File: src/erod_pkg.sv
// Shared types and constants for the energy ratio onset detector.
// Used by every module under src; depends on nothing.
package erod_pkg;

    localparam int MAX_CHANNELS = 2;
    localparam int MAX_WINDOW   = 4096;
    localparam int INDEX_BITS   = 24;

    localparam int SAMPLE_W  = 16;
    localparam int WLEN_W    = 13;
    localparam int CHAN_W    = 2;
    localparam int RATIO_W   = 8;
    localparam int FLOOR_W   = 30;
    localparam int POS_W     = 12;
    localparam int SQUARE_W  = 31;
    localparam int FRAME_E_W = 32;
    localparam int ENERGY_W  = 44;
    localparam int SCALED_W  = ENERGY_W + RATIO_W;
    localparam int FW_PROD_W = FLOOR_W + WLEN_W;
    localparam int CFG_IDX_W = 2;
    localparam int CFG_DAT_W = 32;

    localparam logic [WLEN_W-1:0]     MAX_WINDOW_VAL = WLEN_W'(MAX_WINDOW);
    localparam logic [INDEX_BITS-1:0] INDEX_MAX      = {INDEX_BITS{1'b1}};

    typedef enum logic [CFG_IDX_W-1:0] {
        REG_WINDOW_LENGTH = 2'd0,
        REG_CHANNEL_COUNT = 2'd1,
        REG_RATIO_SQUARED = 2'd2,
        REG_MS_FLOOR      = 2'd3
    } erod_reg_idx_t;

    typedef struct packed {
        logic signed [SAMPLE_W-1:0] first_sample;
        logic signed [SAMPLE_W-1:0] second_sample;
        logic                       last_frame;
    } erod_in_t;

    typedef struct packed {
        logic [INDEX_BITS-1:0] onset_frame;
        logic                  onset_found;
    } erod_out_t;

    typedef struct packed {
        logic [WLEN_W-1:0]  window_length;
        logic [CHAN_W-1:0]  channel_count;
        logic [RATIO_W-1:0] ratio_squared;
        logic [FLOOR_W-1:0] mean_square_floor;
    } erod_cfg_t;

endpackage

File: src/erod_frame_energy.sv
// Frame energy: sum of squared Q15 samples over the configured channels.
// Depends on erod_pkg.
module erod_frame_energy
    import erod_pkg::*;
(
    input  erod_in_t               frame,
    input  erod_cfg_t              cfg,
    output logic [FRAME_E_W-1:0]   frame_energy
);

    logic signed [2*SAMPLE_W-1:0] sq_first;
    logic signed [2*SAMPLE_W-1:0] sq_second;
    logic                         two_channels;

    assign sq_first     = (2*SAMPLE_W)'(frame.first_sample) *
                          (2*SAMPLE_W)'(frame.first_sample);
    assign sq_second    = (2*SAMPLE_W)'(frame.second_sample) *
                          (2*SAMPLE_W)'(frame.second_sample);
    // zero counts as one channel, three saturates to two
    assign two_channels = cfg.channel_count[1];

    always_comb begin
        frame_energy = FRAME_E_W'(sq_first[SQUARE_W-1:0]);
        if (two_channels) begin
            frame_energy = frame_energy + FRAME_E_W'(sq_second[SQUARE_W-1:0]);
        end
    end

endmodule

File: src/energy_ratio_onset_detector_core.sv
// Top level of the energy ratio onset detector: input stage, window
// accumulation and onset judging, result register. Depends on erod_pkg, erod_frame_energy.
// The result is registered when its last frame is processed out of the input stage.
// Throughput: one frame per cycle; input stalls only while a result waits on m_ready.
// Reset: synchronous, active low; restores config defaults, clears flags and window state.
// State also clears after every last frame.
module energy_ratio_onset_detector_core
    import erod_pkg::*;
(
    input  logic                  aclk,
    input  logic                  aresetn,
    input  logic                  s_valid,
    output logic                  s_ready,
    input  erod_in_t              s_data,
    output logic                  m_valid,
    input  logic                  m_ready,
    output erod_out_t             m_data,
    input  logic                  cfg_valid,
    output logic                  cfg_ready,
    input  logic [CFG_IDX_W-1:0]  cfg_index,
    input  logic [CFG_DAT_W-1:0]  cfg_data
);

    erod_cfg_t              cfg_reg;

    logic                   in_valid_reg;
    logic [FRAME_E_W-1:0]   in_energy_reg;
    logic                   in_last_reg;
    logic [FRAME_E_W-1:0]   frame_energy;

    logic [ENERGY_W-1:0]    energy_sum_reg,      energy_sum_next;
    logic [ENERGY_W-1:0]    pending_energy_reg,  pending_energy_next;
    logic                   pending_valid_reg,   pending_valid_next;
    logic [ENERGY_W-1:0]    previous_energy_reg, previous_energy_next;
    logic [POS_W-1:0]       window_pos_reg,      window_pos_next;
    logic [INDEX_BITS-1:0]  frame_count_reg,     frame_count_next;
    logic [INDEX_BITS-1:0]  pending_start_reg,   pending_start_next;
    logic [INDEX_BITS-1:0]  found_index_reg,     found_index_next;
    logic                   found_reg,           found_next;
    logic [ENERGY_W-1:0]    limit_reg,           limit_next;
    logic [SCALED_W-1:0]    scaled_reg,          scaled_next;

    logic                   out_valid_reg;
    erod_out_t              out_reg;
    erod_out_t              out_next;

    logic                   process;
    logic                   prev_update;
    logic                   qualify;
    logic                   clear;
    logic [WLEN_W-1:0]      w_eff;
    logic [WLEN_W-1:0]      pos_inc;
    logic [ENERGY_W-1:0]    sum;
    logic [FW_PROD_W-1:0]   floor_window;
    logic [SCALED_W-1:0]    prod_pending;
    logic [SCALED_W-1:0]    prod_previous;

    erod_frame_energy u_frame_energy (
        .frame        (s_data),
        .cfg          (cfg_reg),
        .frame_energy (frame_energy)
    );

    assign process   = in_valid_reg && (!out_valid_reg || m_ready);
    assign s_ready   = !in_valid_reg || process;
    assign cfg_ready = 1'b1;
    assign m_valid   = out_valid_reg;
    assign m_data    = out_reg;

    assign w_eff = (cfg_reg.window_length > MAX_WINDOW_VAL) ? MAX_WINDOW_VAL
                                                            : cfg_reg.window_length;

    assign floor_window  = FW_PROD_W'(cfg_reg.mean_square_floor) * FW_PROD_W'(w_eff);
    assign limit_next    = cfg_reg.channel_count[1] ? {floor_window, 1'b0}
                                                    : {1'b0, floor_window};
    assign prod_pending  = SCALED_W'(cfg_reg.ratio_squared) * SCALED_W'(pending_energy_reg);
    assign prod_previous = SCALED_W'(cfg_reg.ratio_squared) * SCALED_W'(previous_energy_reg);

    always_comb begin
        energy_sum_next      = energy_sum_reg;
        pending_energy_next  = pending_energy_reg;
        pending_valid_next   = pending_valid_reg;
        previous_energy_next = previous_energy_reg;
        window_pos_next      = window_pos_reg;
        frame_count_next     = frame_count_reg;
        pending_start_next   = pending_start_reg;
        found_index_next     = found_index_reg;
        found_next           = found_reg;
        out_next             = out_reg;
        prev_update          = 1'b0;
        qualify              = 1'b0;
        clear                = 1'b0;
        sum                  = energy_sum_reg + ENERGY_W'(in_energy_reg);
        pos_inc              = WLEN_W'(window_pos_reg) + WLEN_W'(1);

        if (process) begin
            // judge the window completed by the previous frame
            if (pending_valid_reg && !found_reg) begin
                qualify = (previous_energy_reg > limit_reg) &&
                          (SCALED_W'(pending_energy_reg) > scaled_reg);
                if (qualify) begin
                    found_next       = 1'b1;
                    found_index_next = pending_start_reg;
                end else begin
                    previous_energy_next = pending_energy_reg;
                    prev_update          = 1'b1;
                end
            end
            pending_valid_next = 1'b0;

            if (w_eff != '0 && frame_count_reg != INDEX_MAX) begin
                if (window_pos_reg == '0) begin
                    pending_start_next = frame_count_reg;
                end
                if (pos_inc >= w_eff) begin
                    if (!found_next) begin
                        pending_energy_next = sum;
                        pending_valid_next  = 1'b1;
                    end
                    energy_sum_next = '0;
                    window_pos_next = '0;
                end else begin
                    energy_sum_next = sum;
                    window_pos_next = pos_inc[POS_W-1:0];
                end
                frame_count_next = frame_count_reg + INDEX_BITS'(1);
            end

            if (in_last_reg) begin
                out_next.onset_found = found_next;
                out_next.onset_frame = found_next ? found_index_next : '0;
                clear                = 1'b1;
                energy_sum_next      = '0;
                pending_energy_next  = '0;
                pending_valid_next   = 1'b0;
                previous_energy_next = '0;
                window_pos_next      = '0;
                frame_count_next     = '0;
                pending_start_next   = '0;
                found_index_next     = '0;
                found_next           = 1'b0;
            end
        end

        if (clear) begin
            scaled_next = '0;
        end else if (prev_update) begin
            scaled_next = prod_pending;
        end else begin
            scaled_next = prod_previous;
        end
    end

    always_ff @(posedge aclk) begin
        if (!aresetn) begin
            cfg_reg.window_length     <= WLEN_W'(240);
            cfg_reg.channel_count     <= CHAN_W'(2);
            cfg_reg.ratio_squared     <= RATIO_W'(9);
            cfg_reg.mean_square_floor <= FLOOR_W'(1074);
        end else if (cfg_valid && cfg_ready) begin
            case (erod_reg_idx_t'(cfg_index))
                REG_WINDOW_LENGTH: cfg_reg.window_length     <= cfg_data[WLEN_W-1:0];
                REG_CHANNEL_COUNT: cfg_reg.channel_count     <= cfg_data[CHAN_W-1:0];
                REG_RATIO_SQUARED: cfg_reg.ratio_squared     <= cfg_data[RATIO_W-1:0];
                REG_MS_FLOOR:      cfg_reg.mean_square_floor <= cfg_data[FLOOR_W-1:0];
                default: ;
            endcase
        end
    end

    always_ff @(posedge aclk) begin
        if (!aresetn) begin
            in_valid_reg <= 1'b0;
        end else if (s_ready) begin
            in_valid_reg <= s_valid;
        end
        if (s_valid && s_ready) begin
            in_energy_reg <= frame_energy;
            in_last_reg   <= s_data.last_frame;
        end
    end

    always_ff @(posedge aclk) begin
        if (!aresetn) begin
            energy_sum_reg      <= '0;
            pending_energy_reg  <= '0;
            pending_valid_reg   <= 1'b0;
            previous_energy_reg <= '0;
            window_pos_reg      <= '0;
            frame_count_reg     <= '0;
            pending_start_reg   <= '0;
            found_index_reg     <= '0;
            found_reg           <= 1'b0;
            scaled_reg          <= '0;
        end else begin
            energy_sum_reg      <= energy_sum_next;
            pending_energy_reg  <= pending_energy_next;
            pending_valid_reg   <= pending_valid_next;
            previous_energy_reg <= previous_energy_next;
            window_pos_reg      <= window_pos_next;
            frame_count_reg     <= frame_count_next;
            pending_start_reg   <= pending_start_next;
            found_index_reg     <= found_index_next;
            found_reg           <= found_next;
            scaled_reg          <= scaled_next;
        end
        limit_reg <= limit_next;
    end

    always_ff @(posedge aclk) begin
        if (!aresetn) begin
            out_valid_reg <= 1'b0;
        end else if (process && in_last_reg) begin
            out_valid_reg <= 1'b1;
        end else if (m_ready) begin
            out_valid_reg <= 1'b0;
        end
        if (process && in_last_reg) begin
            out_reg <= out_next;
        end
    end

    a_found_holds: assert property (@(posedge aclk) disable iff (!aresetn)
        found_reg && !(process && in_last_reg) |=> found_reg)
        else $error("onset flag dropped mid-buffer");

    a_no_pending_after_found: assert property (@(posedge aclk) disable iff (!aresetn)
        pending_valid_reg |-> !found_reg)
        else $error("window pending after onset found");

    a_window_start_empty: assert property (@(posedge aclk) disable iff (!aresetn)
        window_pos_reg == '0 |-> energy_sum_reg == '0)
        else $error("energy carried into a new window");

    a_result_from_last: assert property (@(posedge aclk) disable iff (!aresetn)
        $rose(out_valid_reg) |-> $past(process && in_last_reg))
        else $error("result without a last frame");

    a_frame_zero_when_none: assert property (@(posedge aclk) disable iff (!aresetn)
        out_valid_reg && !out_reg.onset_found |-> out_reg.onset_frame == '0)
        else $error("onset frame set without onset");

endmodule
File: config.mk
export PLATFORM = sky130hd
export DESIGN_NAME = energy_ratio_onset_detector_core
export DESIGN_NICKNAME = d
export VERILOG_FILES = /design/src/erod_pkg.sv /design/src/erod_frame_energy.sv /design/src/energy_ratio_onset_detector_core.sv
export SDC_FILE = /design/constraint.sdc
export NUM_CORES = 2
export LEC_CHECK = 0
export BUFFER_PORTS_ARGS = -buffer_cell sky130_fd_sc_hd__buf_2
export CORE_MARGIN = 3
export CORE_UTILIZATION = 40
export CTS_CLUSTER_SIZE = 14
export DETAILED_ROUTE_END_ITERATION = 7
export GPL_TIMING_DRIVEN = 1
export SKIP_LAST_GASP = 1
export SYNTH_ARGS = -nofsm -noshare
export SYNTH_HDL_FRONTEND = slang
export SYNTH_SLANG_ARGS = --single-unit
File: constraint.sdc
create_clock -name aclk -period 19.7 [get_ports aclk]
set_input_delay 3.94 -clock aclk [delete_from_list [all_inputs] [get_ports aclk]]
set_output_delay 3.94 -clock aclk [all_outputs]
set_load 0.05 [all_outputs]
Word-level counts from Yosys, hierarchy flattened. Index checks and enable logic that the tools add are counted.

Register bits: 427. Bits of input ports: 72.

Add/sub/neg operators: 4. Multipliers: 5. Order comparisons: 4. Eq/ne operators: 6. Muxes and demuxes: 40. Bitwise logic cells: 1. Reductions and logical operators: 29.

Operators by type and width (count): 44-bit 2-to-1 mux (10); 24-bit 2-to-1 mux (8); 8-bit by 44-bit multiplier with 52-bit output (2); 16-bit by 16-bit multiplier with 31-bit output (2); 44-bit by 52-bit > comparator with 1-bit output (1); 52-bit 2-to-1 mux (1); 44-bit by 32-bit adder with 44-bit output (1); 44-bit > comparator (1); 30-bit by 13-bit multiplier with 43-bit output (1); 43-bit 2-to-1 mux (1); 12-bit 2-to-1 mux (3); 31-bit by 31-bit adder with 32-bit output (1); 31-bit 2-to-1 mux (1); 24-bit by 1-bit adder with 24-bit output (second input constant) (1); 24-bit != test (second input constant) (1); 1-bit 2-to-1 mux (15); 12-bit by 1-bit adder with 13-bit output (second input constant) (1); 13-bit greater-or-equal comparator (1); 13-bit > comparator (second input constant) (1); 13-bit 2-to-1 mux (1); 13-bit nonzero test (1); 12-bit logical NOT (1); 2-bit AND reduction (5); 2-bit nonzero test (5); 11 further kinds (23).

Logic depth before layout (Yosys ltp).
Depth after elaboration: 9. Mapped depth: 36.

Modules after synthesis. A second synthesis with hierarchy kept.

Cell total of the unflattened synthesis: 8378. Area, all modules: 72488.3 sq um.

By module, submodules not included: energy_ratio_onset_detector_core (times used 1, cells an instance 6164, area each 52758.1 sq um); erod_frame_energy (times used 1, cells an instance 2214, area each 19730.2 sq um).

Worst setup path before layout. Ideal clock, no wire load.

Kind: input to register. Start: in s_data[20] (netlist bit). End: reg in_energy_reg[30], data pin. Setup time: 0.259 ns. Data arrival time: 11.403 ns. Slack: 8.038 ns. Stages: 34. Buffers on the path: 2. Path through: clkbuf_1 clkbuf_1 nand2_1 inv_1 fa_1 inv_1 fa_1 fa_1 fa_1 inv_1 fa_1 inv_1 fa_1 inv_1 ha_1 nand4_1 inv_1 a221oi_1 o21ai_0 o21a_1 o21ai_0 nand2b_1 a21o_1 a21o_1 xor2_1 ha_1 a21o_1 a21o_1 a21oi_1 o22ai_1 o41a_1 a311oi_1 xnor2_1 a211o_1.

Cells in the longest elaborated chain, start to end: 3.

Ends and longest elaborated chain: from (decl) (RTL line energy_ratio_onset_detector_core.sv:14) `input erod_in_t s_data,`; 16-bit by 16-bit multiplier with 31-bit output (*) (RTL line erod_frame_energy.sv:15) `assign sq_first = (2*SAMPLE_W)'(frame.first_sample) *`; 31-bit by 31-bit adder with 32-bit output (RTL line erod_frame_energy.sv:25) `frame_energy = frame_energy + FRAME_E_W'(sq_second[SQUARE_W-1:0]);`; 31-bit 2-to-1 mux (*) (RTL line erod_frame_energy.sv:24) `if (two_channels) begin`; named net frame_energy[30] (RTL line energy_ratio_onset_detector_core.sv:29) `logic [FRAME_E_W-1:0] frame_energy;`; to (signal assigned) (RTL line energy_ratio_onset_detector_core.sv:178) `in_energy_reg <= frame_energy;`; to (decl) (RTL line energy_ratio_onset_detector_core.sv:27) `logic [FRAME_E_W-1:0] in_energy_reg;`.

The timed path passes the listed nets; every way through them passes the cells marked *. A chain may end at the register's enable or synchronous reset.

Worst setup path in the final report. Ends and elaborated chain as after synthesis.

==> metrics.md <==
| Metric | Value |
|---|---|
| Row Count | 154 |
| Netlist cell types | 90 |
| Layout fillers | 17600 |
| Asr flop ratio synth | 0% |
| Clock buffer count from CTS | 55 |
| Critical Path Start Type | primary input |
| Post-synthesis mux area share | 1.25% |
| First-pass GRT wire length | 296 mm |
| Largest net degree at the start of global routing | 69 |
| Cells after Synth | 8155 |
| Ys flop type | dfxtp_1 |
| Initial antenna violation count | 2 |
| Worst EP arrival | 12.16 ns |
| Antenna viol nets, final | 0 |
| Syn Std Cell Area | 71100 um2 |
| Ant diodes | 0 |
| Synthesized area per cell | 8.72 um2 |
| Metal2 WL | 85.1 mm |
| Post-Synth Simple-Gate Area | 15.8% |
| Most frequent cells in the layout | inv_1, fa_1, nand2_1, ha_1, and2_1 |
| CTS tree | yes |
| Die X | 428 um |
| Max-cap violations | 0 |
| R2R setup slack | 11.74 ns |
| Synth Area in XOR/XNOR | 3.75% |
| CP required | 20.08 ns |
| Io pins | 100 |
| Synth warn | 0 |
| Clock-pin slew on the worst setup and hold paths | 0.06 ns |
| Worst-margin pin slew | 1.26 ns |
| Vias in the first global route | 56200 |
| Complex-gate fraction of the synthesized area | 10.3% |
| Final max-slew violation count | 0 |
| Global Route Usage Sum | 19.9% |
| Wirelength per Cell | 17.3 um |
| Tcrit/Tclk final | 59.8% |
| Highest Clock Rate | 84.9 MHz |
| Height of the die | 428 um |
| RSZ-0062 raised after global routing | false |
| Vias | 53900 |
| Clk_skew | 0.0332 ns |
| Final hold violation count | 0 |
| Largest family of logic cells by synthesized area | adder cells |
| Post-CTS setup buffers | 0 |
| Worst Hold Class | reg2reg |
| Crit Path Category | in2reg |
| DRT Wirelength | 179 mm |
| Full die area | 183000 um2 |
| Core area | 176000 um2 |
| Placed cell count | 10200 |
| Number of enable flip-flop cells after synthesis | 58 |
| # setup viols final | 0 |
| Synth-to-layout area growth | 5.81% |
| Setup TNS | 0 ns |
| Hold buffers post-CTS | 0 |
| Synth Area in Adders | 45.8% |
| Critical path's slowest cell | fa_1 |
| Non-filler cells, final | 10300 |
| DRT iter0 DRCs | 3257 |
| Min Tclk post-route | 11.78 ns |
| CP max FO | 18 |
| #FFs+latches synth | 426 |
| Critical path endpoint category | flop |
| Clk sinks | 426 |
| Insertion delay to the later sink of the worst-skew pair | 0.67 ns |
| Syn nets | 10100 |
| Relative slew slack | 15.9% |
| DRT Pass-1 Iters | 5 |
| # resized after CTS | 0 |
| Seq/Total Area, Yosys | 12.8% |
| Met1 Wirelength | 81.2 mm |
| I/O Buffers | 96 |
| Commonest non-fill, non-tap cell in the layout | inv_1 |
| Grt ovf | 0 |
| DP HPWL | 139 mm |
| Status | completed |
| Initial Util | 40.3% |
| CTS Root Cell | clkbuf_16 |
| Top sig layer | met4 |
| Routability cong. | 0.873 |
| DRC | 0 |
| Layout net count | 9853 |
| Share of cells above drive strength 1 | 4.43% |
| Met3 wire length | 8.74 mm |
| Routed vias/inst | 5.22 |
| H-tree depth | 2 |
| Clock buffer depth | 3 |
| Crit-path max cell delay | 0.57 ns |
## through the flow
stage / hold WS [ns] / setup slack, ns / util (%) / instance area [um2]
CTS: 0.477 / 8.02 / 42.6 / 75300
global placement: 0.446 / 7.40 / 41.6 / 73400
global route: 0.498 / 7.46 / 42.6 / 75300
floorplan: 0.429 / 8.04 / - / 71100
detailed placement: 0.466 / 7.36 / 41.6 / 73400
finish: 0.478 / 7.92 / 42.6 / 75300
## layout make-up
cell class	count	area (um2)	share of cell area [%]
Timing Repair Buffer	131	743	0.987
Inverter	1529	5740	7.63
Clock buffer	73	1560	2.07
Sequential cell	426	9120	12.1
Clock inverter	30	358	0.475
Multi-Input combinational cell	5796	54800	72.8
Tap cell	2340	2930	3.89
## synthesized netlist by cell type (8+ instances only)
cell type | number | share of area, %
o21bai_1 | 35 | 0.37
fa_1 | 1267 | 36
o22ai_1 | 13 | 0.11
a31oi_1 | 28 | 0.25
nor3_1 | 37 | 0.26
and3_1 | 37 | 0.33
or2_2 | 8 | 0.070
a21o_1 | 161 | 1.7
or3_1 | 17 | 0.15
nor2b_1 | 59 | 0.52
o31ai_1 | 22 | 0.23
nand4_1 | 58 | 0.51
xnor2_1 | 192 | 2.4
mux2_2 | 44 | 0.70
xor2_1 | 113 | 1.4
a21oi_1 | 341 | 2.4
o211ai_1 | 14 | 0.15
a211oi_1 | 33 | 0.35
dfxtp_1 | 368 | 10
o21ai_2 | 11 | 0.14
clkbuf_1 | 358 | 1.9
nor2_1 | 437 | 2.3
buf_2 | 23 | 0.16
edfxtp_1 | 58 | 2.4
mux2i_1 | 39 | 0.55
a31o_2 | 14 | 0.17
a22oi_1 | 130 | 1.4
buf_1 | 12 | 0.063
nand2b_1 | 31 | 0.27
inv_1 | 1526 | 8.1
and4_1 | 13 | 0.16
o21a_1 | 31 | 0.33
o21ai_0 | 154 | 1.1
a211o_1 | 11 | 0.14
and2_1 | 443 | 3.9
ha_1 | 575 | 10
a22o_1 | 32 | 0.39
nand3_1 | 85 | 0.60
nand2_1 | 1181 | 6.2
nor4_1 | 10 | 0.088
## worst max-delay path, delay by kind of cell
family                   cells  cell delay [ns]
AO/OA/AOI/OAI               13             2.99
XOR/XNOR                     2             0.38
adder cells (fa/ha/maj)      8             3.79
buffers and inverters        7             0.59
AND/OR/NAND/NOR              3             0.44
## per-layer routing
layer	up-vias	track usage, %
met1	27500	27.9
met2	1225	33.4
met5	-	0
met4	0	4.17
li1	24900	-
met3	209	2.02
## path summary, 6_finish.rpt
path,start,end,cells past startpoint
hold / removal,cfg_reg[40],cfg_reg[40],2
setup reg to reg,cfg_reg[52],limit_reg[42],23
hold reg to reg,cfg_reg[40],cfg_reg[40],2
setup / recovery,s_data[20],in_energy_reg[30],33
## kinds of logic after synthesis
group / Yosys count
AND/OR/NAND/NOR: 2448
buffers and inverters: 1933
adder cells (fa/ha/maj): 1842
AO/OA/AOI/OAI: 1117
flip-flops: 426
XOR/XNOR: 305
multiplexers: 83
other: 1
Power is not shown: default switching activity piles up to over one toggle a cycle in this logic, so the estimate is an artifact.
